File: src/hw/rtl/mlh_pkg.sv
// shared types and constants for the max line hull table
// state encodings, line entry layout and breakpoint limits; no dependencies
package mlh_pkg;

	localparam int MAX_LINES_DEF = 64;
	localparam int SLOPE_W       = 32;
	localparam int INTERCEPT_W   = 63;
	localparam int QUERY_W       = 32;
	localparam int VALUE_W       = 64;
	localparam int DIVISOR_W     = SLOPE_W + 1;

	localparam logic signed [VALUE_W-1:0] LIM_POS = 64'sh7FFF_FFFF_FFFF_FFFF;
	localparam logic signed [VALUE_W-1:0] LIM_NEG = 64'sh8000_0000_0000_0001;

	typedef struct packed {
		logic [SLOPE_W-1:0]     slope;
		logic [INTERCEPT_W-1:0] intercept;
		logic [VALUE_W-1:0]     bp;
	} line_t;

	typedef enum logic [4:0] {
		ST_IDLE,
		ST_Q_RD,
		ST_Q_CMP,
		ST_Q_MUL,
		ST_Q_ADD,
		ST_INS_TOP,
		ST_INS_CMP,
		ST_INS_PUT,
		ST_CUT_RDA,
		ST_CUT_RDB,
		ST_CUT_EVAL,
		ST_CUT_DEC,
		ST_CUT_DIV,
		ST_CUT_WR,
		ST_RM_RD,
		ST_RM_WR,
		ST_P3_STEP,
		ST_P3_RDB,
		ST_P3_CMP,
		ST_DONE
	} state_t;

	typedef enum logic [1:0] {
		RET_FIRST,
		RET_LEFT,
		RET_FIX
	} ret_t;

	typedef enum logic [1:0] {
		DV_IDLE,
		DV_PREP,
		DV_RUN,
		DV_DONE
	} div_state_t;

endpackage

File: src/hw/rtl/mlh_floor_div.sv
// multicycle floored signed division, one quotient bit per cycle
// 64-bit dividend by 33-bit nonzero divisor; uses mlh_pkg
module mlh_floor_div (
	input  logic                                 clk,
	input  logic                                 arst_n,
	input  logic                                 start,
	input  logic signed [mlh_pkg::VALUE_W-1:0]   dividend,
	input  logic signed [mlh_pkg::DIVISOR_W-1:0] divisor,
	output logic                                 done,
	output logic signed [mlh_pkg::VALUE_W-1:0]   quotient
);
	localparam int NW = mlh_pkg::VALUE_W;
	localparam int DW = mlh_pkg::DIVISOR_W;
	localparam int CNTW = $clog2(NW);

	mlh_pkg::div_state_t state_q, state_d;

	logic [NW-1:0]   num_q;
	logic [DW-1:0]   den_q;
	logic [DW-1:0]   rem_q;
	logic            neg_q;
	logic [CNTW-1:0] cnt_q;
	logic [DW:0]     shifted;
	logic [DW:0]     diff;
	logic            ge;

	assign shifted = {rem_q, num_q[NW-1]};
	assign diff    = shifted - {1'b0, den_q};
	assign ge      = shifted >= {1'b0, den_q};

	always_comb begin
		state_d = state_q;
		case (state_q)
			mlh_pkg::DV_IDLE: begin
				if (start) state_d = mlh_pkg::DV_PREP;
			end
			mlh_pkg::DV_PREP: state_d = mlh_pkg::DV_RUN;
			mlh_pkg::DV_RUN: begin
				if (cnt_q == '0) state_d = mlh_pkg::DV_DONE;
			end
			mlh_pkg::DV_DONE: state_d = mlh_pkg::DV_IDLE;
			default: state_d = mlh_pkg::DV_IDLE;
		endcase
	end

	// floor correction: negative results with a remainder step down by one
	always_comb begin
		done     = (state_q == mlh_pkg::DV_DONE);
		quotient = neg_q ? $signed(~num_q + {{(NW-1){1'b0}}, rem_q == '0}) : $signed(num_q);
	end

	always_ff @(posedge clk or negedge arst_n) begin
		if (!arst_n) begin
			state_q <= mlh_pkg::DV_IDLE;
		end else begin
			state_q <= state_d;
		end
	end

	always_ff @(posedge clk) begin
		case (state_q)
			mlh_pkg::DV_IDLE: begin
				if (start) begin
					num_q <= dividend;
					den_q <= divisor;
					neg_q <= dividend[NW-1] ^ divisor[DW-1];
					rem_q <= '0;
					cnt_q <= CNTW'(NW - 1);
				end
			end
			mlh_pkg::DV_PREP: begin
				if (num_q[NW-1]) num_q <= ~num_q + 1'b1;
				if (den_q[DW-1]) den_q <= ~den_q + 1'b1;
			end
			mlh_pkg::DV_RUN: begin
				rem_q <= ge ? diff[DW-1:0] : shifted[DW-1:0];
				num_q <= {num_q[NW-2:0], ge};
				cnt_q <= cnt_q - 1'b1;
			end
			default: begin
			end
		endcase
	end

endmodule

File: config.mk
export PLATFORM = sky130hd
export DESIGN_NAME = mlh_floor_div
export DESIGN_NICKNAME = d
export VERILOG_FILES = /design/src/hw/rtl/mlh_pkg.sv /design/src/hw/rtl/mlh_floor_div.sv
export SDC_FILE = /design/constraint.sdc
export NUM_CORES = 1
export LEC_CHECK = 0
export BUFFER_PORTS_ARGS = -buffer_cell sky130_fd_sc_hd__clkbuf_2
export CAP_MARGIN = 20
export CORE_ASPECT_RATIO = 0.8
export CORE_UTILIZATION = 32
export CTS_CLUSTER_DIAMETER = 40
export CTS_CLUSTER_SIZE = 20
export DETAILED_ROUTE_END_ITERATION = 7
export GPL_TIMING_DRIVEN = 0
export PLACE_DENSITY = 0.59
export SYNTH_ARGS = -nofsm -noshare
export SYNTH_HDL_FRONTEND = slang
export SYNTH_SLANG_ARGS = --single-unit
File: constraint.sdc
create_clock -name clk -period 9.9 [get_ports clk]
set_input_delay 1.98 -clock clk [delete_from_list [all_inputs] [get_ports clk]]
set_output_delay 1.98 -clock clk [all_outputs]
set_load 0.1 [all_outputs]
==> flow_summary.json <==
{
  "status": "finished, final reports clean",
  "yosysSeqAreaShare_pct": 34.9,
  "maxCapViolations": 0,
  "timing.hold.worst.start": "state_q[0]$_DFFE_PN0P_",
  "max_freq_mhz": 140,
  "core_area_mm2": 0.0363,
  "syn2layout_area_growth_pct": 18.3,
  "drtIter0Drc": 1394,
  "worst-r2r-cell-count": 12,
  "post_cts.repair.setup_buffers": 0,
  "worst_slew_pin_slew_ns": 1.01,
  "hold_violations": 0,
  "fin_worst_skew_ns": 0.0145,
  "synth_top_area_share_pct": 34.4,
  "maxSlewHeadroom_pct": 32.7,
  "report.final.slew_viol_count": 0,
  "async_reset_ff_share_pct": 1.44,
  "yosys.area.top_type": "edfxtp_1",
  "dp_hpwl_um": 36400,
  "cts_sinks": 139,
  "io_pins": 165,
  "synth.distinct_cells": 84,
  "grt_pass1_vias": 11338,
  "die_h_um": 175,
  "cts_tree": "yes",
  "htreeDepth": 4,
  "wl_per_cell_um": 22.8,
  "path_clk_slew_ns": 0.07,
  "setup_viol": 0,
  "r2r_start": "num_q[63]$_DFFE_PP_",
  "die_area_mm2": 0.0381,
  "cts_resized": 0,
  "max-clock-path-buffers": 2,
  "final_nets": 1733,
  "crit_path_start_kind": "flip-flop",
  "rsz0062_at_grt": "no",
  "vias_per_cell": 5.73,
  "whs_path_depth": 1,
  "io_buffers": 164,
  "syn_inst": 1398,
  "fin_cells": 2083,
  "grt_pass1_wl_um": 71300,
  "synth_edf_count": 137,
  "dpl.cell_count": 2050,
  "drive_gt1_share_pct": 17.8,
  "syn-cell-area_mm2": 0.0119,
  "r2r-end": "rem_q[32]$_SDFFCE_PN0P_",
  "clockRootBuffer": "clkbuf_16",
  "grt_overflow": 0,
  "hold_path.class": "reg -> reg",
  "antenna_left": 0,
  "fp.dieW_um": 218,
  "worst_ep_required_time_ns": 7.92,
  "clk_latency_ns": 0.46,
  "dr_total_vias": 11931,
  "drc": 0,
  "syn_area_per_cell_um2": 8.55,
  "ys_ff_latch": 139,
  "fin_crit_sh_pct": 72.1,
  "drt_wl_total_um": 47500,
  "antenna_found_initial": 1,
  "syn_nets": 1542,
  "numCtsBuffers": 17,
  "grt_max_degree": 23,
  "rows": 62,
  "synth_commonest_cells": "nor2_1, edfxtp_1, nand2_1",
  "track_usage_pct": 25.1,
  "gp_congestion": 1.03,
  "yosysMostFrequentCell": "nor2_1",
  "worstHoldEndpoint": "state_q[0]$_DFFE_PN0P_",
  "crit_path_max_fanout": 6,
  "holdBufCountCts": 0,
  "worstSetupPathType": "reg -> out",
  "reg2reg_slack_ns": 5.74,
  "netlist_top_cells_area": "edfxtp_1, xnor2_1, a21oi_1",
  "first_pass_iters": 5,
  "fin_crit_ns": 7.14,
  "ys_warn_count": 0,
  "worstPathArrival_ns": 5.16,
  "ys.flop_type": "edfxtp_1",
  "end_kind": "output port",
  "start_util_pct": 32.9
}
-- how the worst max path moves through the flow --
stage                                 start             endpoint  cells after the start
floorplan                             start   num_q[0]$_DFFE_PP_                      2
global placement                      start  num_q[23]$_DFFE_PP_                      3
detailed placement  rem_q[16]$_SDFFCE_PN0P_         quotient[47]                     12
CTS                 rem_q[16]$_SDFFCE_PN0P_         quotient[47]                     12
global route        rem_q[25]$_SDFFCE_PN0P_         quotient[63]                     12
finish              rem_q[25]$_SDFFCE_PN0P_         quotient[63]                     12
-- final cells by class --
type | count | area, um^2
Clock inverter | 11 | 143
Multi-Input combinational cell | 1100 | 7060
Clock buffer | 21 | 470
Tap cell | 480 | 601
Sequential cell | 139 | 4160
Fill cell | 3799 | 22200
Timing Repair Buffer | 172 | 938
Antenna cell | 1 | 2.50
Inverter | 60 | 225
Buffer | 99 | 529
-- per-layer routing --
metal | vias to the layer above | share of wire (%) | track usage, %
met1 | 5788 | 48 | 38.0
met4 | 0 | 2.8 | 7.78
li1 | 5525 | - | -
met5 | - | 0 | 0
met3 | 72 | 7.8 | 4.58
met2 | 546 | 41 | 35.3
-- flip-flops by register name (all words and copies together), names as in the netlist --
name	cells
num_q	64
neg_q	1
rem_q	33
den_q	33
cnt_q	6
state_q	2
-- logic make-up (layout without fill, tap and decap cells) --
logic type	after synthesis	count (layout)	synth area share, %
adders and majority gates	44	44	4.67
AOI/OAI and AO/OA	377	377	20.4
DFF	139	139	34.9
and+or+nand+nor	524	524	22.4
buffers and inverters	159	363	6.31
other	0	1	0
xor gates and xnor gates	155	155	11.4
-- metrics by stage --
stage               instance area [um^2]  util (%)  hold WS [ns]  TNS [ns]  worst slack (ns)
global route                       14100      38.9         0.616         0              2.50
finish                             14100      38.9         0.584         0              2.76
CTS                                14100      38.9         0.582         0              2.81
detailed placement                 13500      37.2         0.569         0              3.29
global placement                   13400      36.8         0.559    -45.41            -0.727
floorplan                          11900         -         0.531         0              2.64
-- critical path, cell delays in order (launching register included) --
cell and delay [ns]:
edfxtp_1 0.44, nor4_1 0.61, nand4_1 0.19, nor3_1 0.34, ha_1 0.26, or3b_1 0.38, or3_4 0.39, or3_1 0.43
nor2_1 0.48, nand3_1 0.25, o21ai_0 0.26, xnor2_1 0.18, clkbuf_2 0.50
-- cell usage in the layout (no fill, tap or decap), types with 19 or more instances in the layout --
| cell type | instances |
|---|---|
| xnor2_1 | 118 |
| inv_1 | 58 |
| edfxtp_1 | 137 |
| or3_1 | 22 |
| nor3_1 | 38 |
| ha_1 | 43 |
| o21ai_0 | 73 |
| a22oi_1 | 50 |
| clkbuf_1 | 57 |
| xor2_1 | 37 |
| o2bb2ai_1 | 32 |
| nor4_1 | 34 |
| a21oi_1 | 120 |
| nand2_1 | 123 |
| clkbuf_2 | 165 |
| nor2_1 | 148 |
| nand4_1 | 25 |
| buf_2 | 19 |
| nand3_1 | 42 |
Power is not shown: default switching activity piles up to over one toggle a cycle in this logic, so the estimate is an artifact.
